## src/hw/rtl/bfsa_pkg.sv

```systemverilog
// ----------------------------------------------------------------------------
// bfsa_pkg
// Shared types, constants and helpers of the best-fit segment allocator.
// ----------------------------------------------------------------------------
`default_nettype none

package bfsa_pkg;

    // heap geometry
    localparam int GRANULES   = 1024;
    localparam int IDX_W      = $clog2(GRANULES);
    localparam int LEN_W      = IDX_W + 1;
    localparam int GRAN_SH    = 4;
    localparam int PAGE_SH    = 12;
    localparam int HB_W       = 14;
    localparam int REQ_W      = 15;
    localparam logic [HB_W-1:0] HEAP_RESET = 14'd8192;

    localparam logic OP_ALLOC   = 1'b0;
    localparam logic OP_RELEASE = 1'b1;

    typedef enum logic [1:0] {
        ST_DONE   = 2'd0,
        ST_NOFIT  = 2'd1,
        ST_BADREL = 2'd2
    } t_status;

    typedef struct packed {
        logic                 operation;
        logic [REQ_W-1:0]     request_bytes;
        logic [HB_W-1:0]      release_offset;
    } t_req;

    typedef struct packed {
        logic [1:0]           status;
        logic [HB_W-1:0]      block_offset;
        logic [REQ_W-1:0]     block_bytes;
    } t_rsp;

    // one segment table entry
    typedef struct packed {
        logic                 valid;
        logic                 free;
        logic [LEN_W-1:0]     len;
        logic [IDX_W-1:0]     prev;
    } t_seg;

    // datapath actions issued by the controller
    typedef enum logic [4:0] {
        DP_NOP,
        DP_FMT_STEP,
        DP_LOAD,
        DP_SCAN_STEP,
        DP_A_DECIDE,
        DP_W_START,
        DP_A_W_REST,
        DP_RD_AFT,
        DP_W_AFT,
        DP_R_RD_G,
        DP_R_CHK_G,
        DP_R_RD_N,
        DP_R_MERGE,
        DP_R_W_NEXT,
        DP_R_W_G,
        DP_EMIT
    } t_dp_op;

    typedef struct packed {
        t_dp_op op;
    } t_cmd;

    typedef struct packed {
        logic cfg_fire;
        logic fmt_last;
        logic scan_last;
        logic found;
        logic split;
        logic aft_in;
        logic bad_off;
        logic bad_g;
        logic next_free;
        logic prev_free;
        logic is_release;
        logic out_busy;
    } t_sts;

    typedef enum logic [4:0] {
        S_FMT,
        S_IDLE,
        S_A_SCAN,
        S_A_LAST,
        S_A_DECIDE,
        S_W_START,
        S_A_W_REST,
        S_RD_AFT,
        S_W_AFT,
        S_R_RD_G,
        S_R_CHK_G,
        S_R_RD_N,
        S_R_MERGE,
        S_R_W_NEXT,
        S_R_W_G,
        S_DONE
    } t_state;

    // padded heap size in granules, rounded to pages, saturated
    function automatic logic [LEN_W-1:0] heap_end(input logic [HB_W-1:0] hb);
        logic [HB_W+1:0] padded;
        logic [HB_W+1-PAGE_SH:0] pages;
        logic [LEN_W+HB_W-PAGE_SH:0] gran;
        padded = {2'b00, hb} + (HB_W+2)'(2**GRAN_SH) + (HB_W+2)'(2**PAGE_SH - 1);
        pages  = padded[HB_W+1:PAGE_SH];
        gran   = {(LEN_W+HB_W-PAGE_SH+1-(HB_W+2-PAGE_SH)-(PAGE_SH-GRAN_SH))'(0),
                  pages, (PAGE_SH-GRAN_SH)'(0)};
        if (gran > (LEN_W+HB_W-PAGE_SH+1)'(GRANULES)) begin
            return LEN_W'(GRANULES);
        end
        return gran[LEN_W-1:0];
    endfunction

endpackage

`default_nettype wire

```

## src/hw/rtl/bfsa_ctrl.sv

```systemverilog
// ----------------------------------------------------------------------------
// bfsa_ctrl
// Controller state machine: sequences format sweep, best-fit scan, split
// writes and release merge over the datapath.
// ----------------------------------------------------------------------------
`default_nettype none

module bfsa_ctrl
    import bfsa_pkg::*;
(
    input  wire logic i_clk,
    input  wire logic i_rst_n,
    input  wire logic i_req_valid,
    input  wire logic i_req_op,
    output logic      o_req_ready,
    input  wire t_sts i_sts,
    output t_cmd      o_cmd
);

    t_state r_state;
    t_state n_state;

    // state register
    always_ff @(posedge i_clk) begin
        if (!i_rst_n) begin
            r_state <= S_FMT;
        end else begin
            r_state <= n_state;
        end
    end

    // next state
    always_comb begin
        n_state = r_state;
        case (r_state)
            S_FMT:      if (i_sts.fmt_last) n_state = S_IDLE;
            S_IDLE: begin
                if (i_req_valid) begin
                    n_state = (i_req_op == OP_RELEASE) ? S_R_RD_G : S_A_SCAN;
                end
            end
            S_A_SCAN:   if (i_sts.scan_last) n_state = S_A_LAST;
            S_A_LAST:   n_state = S_A_DECIDE;
            S_A_DECIDE: n_state = i_sts.found ? S_W_START : S_DONE;
            S_W_START: begin
                if (i_sts.is_release) begin
                    n_state = i_sts.aft_in ? S_RD_AFT : S_DONE;
                end else begin
                    n_state = i_sts.split ? S_A_W_REST : S_DONE;
                end
            end
            S_A_W_REST: n_state = i_sts.aft_in ? S_RD_AFT : S_DONE;
            S_RD_AFT:   n_state = S_W_AFT;
            S_W_AFT:    n_state = S_DONE;
            S_R_RD_G:   n_state = i_sts.bad_off ? S_DONE : S_R_CHK_G;
            S_R_CHK_G:  n_state = i_sts.bad_g ? S_DONE : S_R_RD_N;
            S_R_RD_N:   n_state = S_R_MERGE;
            S_R_MERGE: begin
                if (i_sts.next_free) begin
                    n_state = S_R_W_NEXT;
                end else if (i_sts.prev_free) begin
                    n_state = S_R_W_G;
                end else begin
                    n_state = S_W_START;
                end
            end
            S_R_W_NEXT: n_state = i_sts.prev_free ? S_R_W_G : S_W_START;
            S_R_W_G:    n_state = S_W_START;
            S_DONE:     if (!i_sts.out_busy) n_state = S_IDLE;
            default:    n_state = S_FMT;
        endcase
        // a heap size write restarts formatting
        if (i_sts.cfg_fire) begin
            n_state = S_FMT;
        end
    end

    // outputs
    always_comb begin
        o_cmd.op    = DP_NOP;
        o_req_ready = 1'b0;
        case (r_state)
            S_FMT:      o_cmd.op = DP_FMT_STEP;
            S_IDLE: begin
                // a size write in the same cycle holds the request off
                o_req_ready = !i_sts.cfg_fire;
                if (i_req_valid && !i_sts.cfg_fire) o_cmd.op = DP_LOAD;
            end
            S_A_SCAN:   o_cmd.op = DP_SCAN_STEP;
            S_A_LAST:   o_cmd.op = DP_NOP;
            S_A_DECIDE: o_cmd.op = DP_A_DECIDE;
            S_W_START:  o_cmd.op = DP_W_START;
            S_A_W_REST: o_cmd.op = DP_A_W_REST;
            S_RD_AFT:   o_cmd.op = DP_RD_AFT;
            S_W_AFT:    o_cmd.op = DP_W_AFT;
            S_R_RD_G:   o_cmd.op = DP_R_RD_G;
            S_R_CHK_G:  o_cmd.op = DP_R_CHK_G;
            S_R_RD_N:   o_cmd.op = DP_R_RD_N;
            S_R_MERGE:  o_cmd.op = DP_R_MERGE;
            S_R_W_NEXT: o_cmd.op = DP_R_W_NEXT;
            S_R_W_G:    o_cmd.op = DP_R_W_G;
            S_DONE:     if (!i_sts.out_busy) o_cmd.op = DP_EMIT;
            default:    o_cmd.op = DP_NOP;
        endcase
    end

endmodule

`default_nettype wire

```

## config.mk

```make
export PLATFORM = sky130hd
export DESIGN_NAME = bfsa_ctrl
export DESIGN_NICKNAME = d
export VERILOG_FILES = /design/src/hw/rtl/bfsa_pkg.sv /design/src/hw/rtl/bfsa_ctrl.sv
export SDC_FILE = /design/constraint.sdc
export NUM_CORES = 1
export LEC_CHECK = 0
export ABC_CLOCK_PERIOD_IN_PS = 3700
export BUFFER_PORTS_ARGS = -buffer_cell sky130_fd_sc_hd__buf_2
export CORE_AREA = 2 2 39 41
export CTS_BUF_LIST = sky130_fd_sc_hd__clkbuf_8
export CTS_CLUSTER_DIAMETER = 150
export DETAILED_ROUTE_END_ITERATION = 8
export DIE_AREA = 0 0 41 43
export PLACE_DENSITY = 0.82
export SYNTH_ARGS = -nofsm -noshare
export SYNTH_HDL_FRONTEND = slang
export SYNTH_SLANG_ARGS = --single-unit
```

## constraint.sdc

```tcl
create_clock -name i_clk -period 3.7 [get_ports i_clk]
set_clock_uncertainty 0.05 [all_clocks]
set_input_delay 0.555 -clock i_clk [delete_from_list [all_inputs] [get_ports i_clk]]
set_output_delay 0.555 -clock i_clk [all_outputs]
set_load 0.01 [all_outputs]
```

* Yosys cells after proc, flatten, opt, wreduce, memory -nomap -nowiden
Index checks and enable logic that the tools add are counted.
Storage, ports and cells: bits in registers 5, bits of input ports 16, word-level logic and storage cells 44
Cells by class: eq/ne operators 19, muxes and demuxes 18, bitwise operators 1, reductions and logical operators 5
Operators by type and width (count):
- $pmux 5 s16 | 1
- $pmux 4 s15 | 1
- $eq 5x4->1 const B | 8
- $mux 4 | 8
- $eq 5x3->1 const B | 4
- $mux 5 | 4
- $eq 5x2->1 const B | 2
- $ne 2x2->1 const B | 4
- $mux 3 | 2
- $eq 5x1->1 const B | 1
- $logic_not 5->1 | 1
- $reduce_and 4->1 | 1
- $mux 2 | 1
- $reduce_or 2->1 | 1
- $logic_and 1x1->1 | 1
- $logic_not 1->1 | 1
- $mux 1 | 1
- $not 1->1 | 1

* Longest topological paths before layout
Gate-level depths: netlist (run 1).
depth after elaboration 4, gate-level depth with buffers 6, mapped depth without buffers 4

* Worst setup path before layout (run 1)
OpenSTA, ideal clock, no wires.
path kind register to output, start point register r_state[1], end point output port o_cmd[1] (netlist bit), arrival time 1.324 ns, path slack 1.771 ns, cell stages (with the launch flop) 5, path buffers 1, cells stage by stage dfxtp_1 > buf_2 > nand2b_1 > nor4_1 > a22o_1
RTL lines:
- start, declared | line bfsa_ctrl.sv:20 | t_state r_state;
- start signal, assigned | line bfsa_ctrl.sv:28 | r_state <= n_state;
- end, declared | line bfsa_ctrl.sv:17 | output t_cmd o_cmd

==> run_results.csv, run 1 <==
group,metric,value,unit
outcome,status,"completed",
setup_path,reg2reg_from,"r_state[1]$_SDFFE_PP0P_",
pwr,clockPowerShare,40.4,%
cells_and_area,fin_util,48.0,%
pwr,p_int,0.000152,W
synth,synth_edf_count,0,
die,ios,22,
placed_design,gp_congestion,0.788,
drt,wl,1360,µm
placed_design,io_buffers,20,
drt,first_iter_violations,15,
setup_path,endpoint_kind,"output port",
drt,drt-met1-wl,593,µm
die,die_h,43,µm
placed_design,dp.final_hpwl,1010,µm
timing,setup_tns,0,ns
synth,yosys.area.top_type,"dfxtp_1",
min_path,hp-start,"i_rst_n",
clocking,postCtsHoldBufs,0,
cells_and_area,top_regs,"r_state (4)",
pwr,ir_drop,0.186,mV
pwr,leakage,0.252,nW
synth,synth_common_cells,"8 x a21oi_1, 7 x nor2_1, 6 x nand2_1",
clocking,cts.clk_slew.worst_paths,0.03,ns
synth,synth_area_per_cell,6.97,µm²
setup_path,reg2reg_depth,4,
setup_path,max_stage_delay,0.73,ns
drt,dr.pass1.iters,6,
synth,synthFlopType,"dfxtp_1",
synth,synth_area_leaders,"dfxtp_1 15%, a21oi_1 7.3%, nor2_1 4.8%",
setup_path,cp-start-kind,"flip-flop",
pwr,p_per_area,339,nW/µm²
cells_and_area,antenna_cells,0,
setup_path,startpoint,"r_state[0]$_SDFFE_PP0P_",
cells_and_area,synthToLayoutAreaGrowth,20.7,%
clocking,clock_latency,0.22,ns
pwr,p_sw,0.0000731,W
timing,rsz0062_at_grt,"false",
setup_path,crit_type,"flip-flop to output port",
synth,yosysWarnings,0,
die,start_util,39.8,%
timing,fmax,414,MHz
cells_and_area,largest_register_ffs,4,
pwr,p_sw_share,32.4,%
grt,grt_pass1_wl,2090,µm
drt,drt.antenna.violating_nets,0,
synth,synth-async-reset-ratio,0,%
cells_and_area,drive_gt1_share,31.2,%
timing,relSlewSlack,55.6,%
synth,syn_area,551,µm²
setup_path,required,3.09,ns
min_path,hold_class,"input pin to flip-flop",
setup_path,critPathSlowestCell,"dfxtp_1",
pwr,seqPwrFrac,28.2,%
timing,report.final.slew_viol_count,0,
timing,finalCritPeriodShare,65.3,%
grt,antenna_found_initial,0,
synth,syn_inst,79,
grt,grt_start_max_net_pins,24,
synth,synth_top_area_share,14.5,%
synth,ys_ff_latch,4,
synth,synth.most_common_cell,"a21oi_1",
synth,yosysUniqueCellTypes,38,
drt,vias,640,
setup_path,r2r_slack,1.60,ns
cells_and_area,regMostFlops,"r_state",
drt,top_layer,"met3",
setup_path,arrival,1.81,ns
grt,grt_overflow,0,
cells_and_area,final_net_count,111,
die,row_count,14,
clocking,cts_buffer_depth,2,
timing,worstMarginPinSlew,0.666,ns
job,max_cap_violations,0,
clocking,cts_resized,0,
timing,fin_crit,2.41,ns
setup_path,crit_fanout,23,
grt,grt_usage,17.0,%
drt,vias_per_cell,5.87,
clocking,ctsHtreeMaxLevel,1,
setup_path,path_cells,"nand2b_1 > nor4_1 > a22o_1 > buf_2",
drt,avgRoutedWirePerCell,12.5,µm
grt,grt_pass1_vias,475,
setup_path,critPathCapture,"o_cmd[1]",
synth,synth_fp_nets,95,
drt,drc_errors,0,
clocking,cts_buffers,3,
clocking,cts_tree,"yes",
drt,dr_wl_met3,98,µm
timing,setup_viol,0,
clocking,cts.sinks,4,
setup_path,r2r_end,"r_state[1]$_SDFFE_PP0P_",
clocking,root_buffer,"clkbuf_8",
die,die_x,41,µm
timing,final_hold_viol_count,0,
die,core,1380,µm²
pwr,combPwrFrac,31.4,%
drt,wl_met2,668,µm
die,die_area,1760,µm²
synth,ys_seq_area_share,14.5,%
clocking,cts_setup_buffers,0,
[through the flow]
| stage | hold slack [ns] | power [W] | instances | area, µm² | worst slack [ns] |
|---|---|---|---|---|---|
| after global routing | 0.693 | 0.000240 | 109 | 664 | 1.10 |
| after floorplan | 0.632 | 0.000115 | 79 | 551 | 1.77 |
| after detailed placement | 0.710 | 0.000135 | 106 | 623 | 1.50 |
| after global placement | 0.702 | 0.000132 | 106 | 623 | 1.64 |
| after CTS | 0.673 | 0.000228 | 109 | 664 | 1.28 |
| final | 0.664 | 0.000225 | 109 | 664 | 1.29 |
[cells by family after synthesis]
logic type	Yosys count	synth area share [%]
compound gates	29	40.5
simple gates	30	29.1
flops	4	14.5
other cells	1	0.681
buf+inv	13	11.4
mux	2	3.86
[routing by layer]
| metal | global-route usage (%) | vias to the layer above |
|---|---|---|
| met2 | 21.9 | 23 |
| met5 | 0 | - |
| met4 | 4.00 | 0 |
| li1 | - | 330 |
| met1 | 25.9 | 287 |
| met3 | 6.81 | 0 |
[cells in the final DEF (no fill, tap or decap), types with 3 or more instances in the layout]
| master | instances |
|---|---|
| a21oi_1 | 8 |
| buf_2 | 20 |
| clkbuf_8 | 3 |
| dfxtp_1 | 4 |
| inv_1 | 4 |
| nand2_1 | 6 |
| nand2b_1 | 4 |
| nand3_1 | 3 |
| nor2_1 | 7 |
| o21ai_0 | 3 |
[worst min path at each step]
stage,to,cells past startpoint,slack (ns)
final,r_state[3]$_SDFFE_PP0P_,3,0.66
after global placement,r_state[2]$_SDFFE_PP0P_,1,0.70
after CTS,r_state[3]$_SDFFE_PP0P_,3,0.67
after detailed placement,r_state[2]$_SDFFE_PP0P_,1,0.71
after floorplan,r_state[1]$_SDFFE_PP0P_,3,0.63
after global routing,r_state[3]$_SDFFE_PP0P_,3,0.69
[area by class of cell]
| cell class | count | area (µm²) |
|---|---|---|
| fillers | 144 | 719 |
| multi-input cells | 62 | 408 |
| repair buffers | 20 | 100 |
| flip-flops and latches | 4 | 80.1 |
| clock buffers | 3 | 41.3 |
| well taps | 16 | 20.0 |
| inverters | 4 | 15.0 |
[worst max-delay path, delay by kind of cell, from the launching register on]
kind / cells / cell delay (ns)
DFF: 1 / 0.73
and+or+nand+nor: 2 / 0.54
AOI/OAI and AO/OA: 1 / 0.19
buffers and inverters: 1 / 0.13
[power groups by stage]
stage               Sequential (W)  Combinational [W]   Clock, W
global route             0.0000662          0.0000781  0.0000961
CTS                      0.0000633          0.0000715  0.0000930
floorplan                0.0000494          0.0000652          0
global placement         0.0000634          0.0000688          0
finish                   0.0000636          0.0000707  0.0000911
detailed placement       0.0000640          0.0000705          0
Note: power is estimated with default switching activity, not from simulation.
==> inputs of run 2 (changes only) <==
--- a/config.mk
+++ b/config.mk
@@ -5,7 +5,7 @@
 export SDC_FILE = /design/constraint.sdc
 export NUM_CORES = 1
 export LEC_CHECK = 0
-export ABC_CLOCK_PERIOD_IN_PS = 3700
+export ABC_CLOCK_PERIOD_IN_PS = 2400
 export BUFFER_PORTS_ARGS = -buffer_cell sky130_fd_sc_hd__buf_2
 export CORE_AREA = 2 2 39 41
 export CTS_BUF_LIST = sky130_fd_sc_hd__clkbuf_8
==> constraint.sdc (replaced) <==
create_clock -name i_clk -period 2.4 [get_ports i_clk]
set_clock_uncertainty 0.05 [all_clocks]
set_input_delay 0.36 -clock i_clk [delete_from_list [all_inputs] [get_ports i_clk]]
set_output_delay 0.36 -clock i_clk [all_outputs]
set_load 0.01 [all_outputs]
==> run 2 against run 1 <==
Compared with the run above: flip-flop and latch count did not move; power rose by 59%; global-route usage rose by 2.7 points; setup slack got worse by 0.94 ns; critical path depth rose by 1; non-clock buffer count rose by 2; die area did not move; routed wire length rose by 12%; combinational power rose by 75%; via count rose by 6.4%; count of clock-buffer cells in the layout did not move; critical path type unchanged; largest cell class unchanged; highest routed layer is now met4.
==> run_results.csv, run 2 (same netlist as run 1, synthesis figures left out) <==
group,metric,value,unit
setup_path,max_stage_delay,0.74,ns
pwr,seqPwrFrac,24.9,%
placed_design,dp.final_hpwl,1110,µm
cells_and_area,final_cell_mix,"20 x buf_2, 8 x a21oi_1, 7 x nor2_1",
grt,grt_start_max_net_pins,22,
grt,antenna_found_initial,0,
cells_and_area,regMostFlops,"r_state",
grt,grt_overflow,0,
cells_and_area,fillers,141,
die,die_h,43,µm
pwr,p_int,0.000239,W
cells_and_area,final_net_count,113,
placed_design,io_buffers,20,
outcome,status,"completed",
clocking,cts_tree,"yes",
pwr,clockPowerShare,40.5,%
setup_path,endpoint_kind,"output port",
pwr,p_per_area,527,nW/µm²
timing,setup_viol,0,
timing,report.final.slew_viol_count,0,
timing,relSlewSlack,55.5,%
drt,drt.antenna.violating_nets,0,
min_path,hold_depth,3,
grt,grt_usage,19.7,%
placed_design,place_ws,0.559,ns
setup_path,crit_type,"flip-flop to output port",
drt,avgRoutedWirePerCell,13.7,µm
setup_path,r2r_slack,0.54,ns
grt,grt_pass1_vias,560,
setup_path,path_cells,"nand3_1 > o21ai_0 > nand2_1 > a22o_1 > buf_2",
timing,fin_crit,2.05,ns
setup_path,cp-start-kind,"flip-flop",
timing,timing.final.ws_setup,0.347,ns
clocking,postCtsHoldBufs,0,
setup_path,arrival,1.64,ns
timing,rsz0062_at_grt,"false",
clocking,cts_buffer_depth,2,
pwr,p_sw_share,33.4,%
min_path,hp-start,"i_rst_n",
cells_and_area,final_common_cell,"buf_2",
grt,grt_pass1_wl,2330,µm
min_path,hold_class,"input pin to flip-flop",
cells_and_area,largest_register_ffs,4,
drt,wl,1520,µm
clocking,cts.clk_slew.worst_paths,0.03,ns
pwr,ir_drop,0.377,mV
die,start_util,39.8,%
setup_path,required,1.99,ns
clocking,ctsHtreeMaxLevel,1,
die,die_x,41,µm
clocking,cts.sinks,4,
timing,final_hold_viol_count,0,
clocking,root_buffer,"clkbuf_8",
placed_design,placed_area,638,µm²
clocking,clock_latency,0.22,ns
clocking,cts_resized,0,
die,row_count,14,
cells_and_area,antenna_cells,0,
cells_and_area,top_regs,"r_state (4)",
cells_and_area,synthToLayoutAreaGrowth,23.4,%
drt,vias_per_cell,6.14,
setup_path,reg2reg_depth,4,
die,ios,22,
setup_path,crit_fanout,21,
timing,worstMarginPinSlew,0.667,ns
die,core,1380,µm²
drt,drc_errors,0,
pwr,leakage,0.263,nW
job,max_cap_violations,0,
cells_and_area,fin_area,679,µm²
min_path,min_to,"r_state[3]$_SDFFE_PP0P_",
cells_and_area,drive_gt1_share,32.6,%
setup_path,reg2reg_from,"r_state[0]$_SDFFE_PP0P_",
clocking,cts_buffers,3,
timing,setup_tns,0,ns
setup_path,r2r_end,"r_state[0]$_SDFFE_PP0P_",
drt,vias,681,
timing,finalCritPeriodShare,85.5,%
drt,dr.pass1.iters,4,
timing,fmax,487,MHz
setup_path,critPathSlowestCell,"dfxtp_1",
drt,first_iter_violations,35,
pwr,p_sw,0.000120,W
placed_design,gp_congestion,0.820,
die,die_area,1760,µm²
clocking,cts_setup_buffers,0,
pwr,combPwrFrac,34.6,%
run 2: cell types whose count changed in the layout (fill, tap and decap cells not counted):
cell	before	now
buf_4	0	2
run 2: final cells by class:
class                           instances  area, µm²  area share [%]
Clock buffer                            3       41.3            6.08
Multi-Input combinational cell         62        408            60.0
Tap cell                               16       20.0            2.95
Sequential cell                         4       80.1            11.8
Timing Repair Buffer                   22        115            16.9
Inverter                                4       15.0            2.21
run 2: worst max-delay path by stage:
stage	start	end	cells after the start
2_1_floorplan	r_state[1]$_SDFFE_PP0P_	o_cmd[1]	4
3_3_place_gp	r_state[3]$_SDFFE_PP0P_	o_cmd[1]	5
3_5_place_dp	r_state[0]$_SDFFE_PP0P_	r_state[0]$_SDFFE_PP0P_	4
4_1_cts	r_state[3]$_SDFFE_PP0P_	o_cmd[1]	5
5_1_grt	r_state[0]$_SDFFE_PP0P_	o_cmd[1]	4
6_report	r_state[3]$_SDFFE_PP0P_	o_cmd[1]	5
run 2: stage by stage:
stage,hold slack [ns],instances,util [%],power [W]
floorplan,0.537,79,-,0.000177
global placement,0.688,108,46.1,0.000209
detailed placement,0.693,108,46.1,0.000213
CTS,0.468,111,49.1,0.000362
global route,0.491,111,49.1,0.000381
finish,0.470,111,49.1,0.000358
run 2: metal layers:
metal	up-vias	part of all wire, %	wire length, µm	track usage [%]
met3	2	6.0	92	6.28
met4	0	1.9	29	9.33
met5	-	0	0	0
li1	328	-	-	-
met1	322	42	633	25.2
met2	29	50	769	28.7
run 2: power groups by stage:
| stage | Clock, W | Sequential, W | Combinational (W) |
|---|---|---|---|
| floorplan | 0 | 0.0000761 | 0.000101 |
| global placement | 0 | 0.0000888 | 0.000120 |
| detailed placement | 0 | 0.0000896 | 0.000123 |
| CTS | 0.000150 | 0.0000886 | 0.000123 |
| global route | 0.000154 | 0.0000912 | 0.000136 |
| finish | 0.000145 | 0.0000892 | 0.000124 |
run 2: critical path: cells and delay by family (launching register included):
kind / cells / cell delay [ns]
simple gates: 2 / 0.21
compound gates: 2 / 0.35
buf+inv: 1 / 0.13
flops: 1 / 0.74
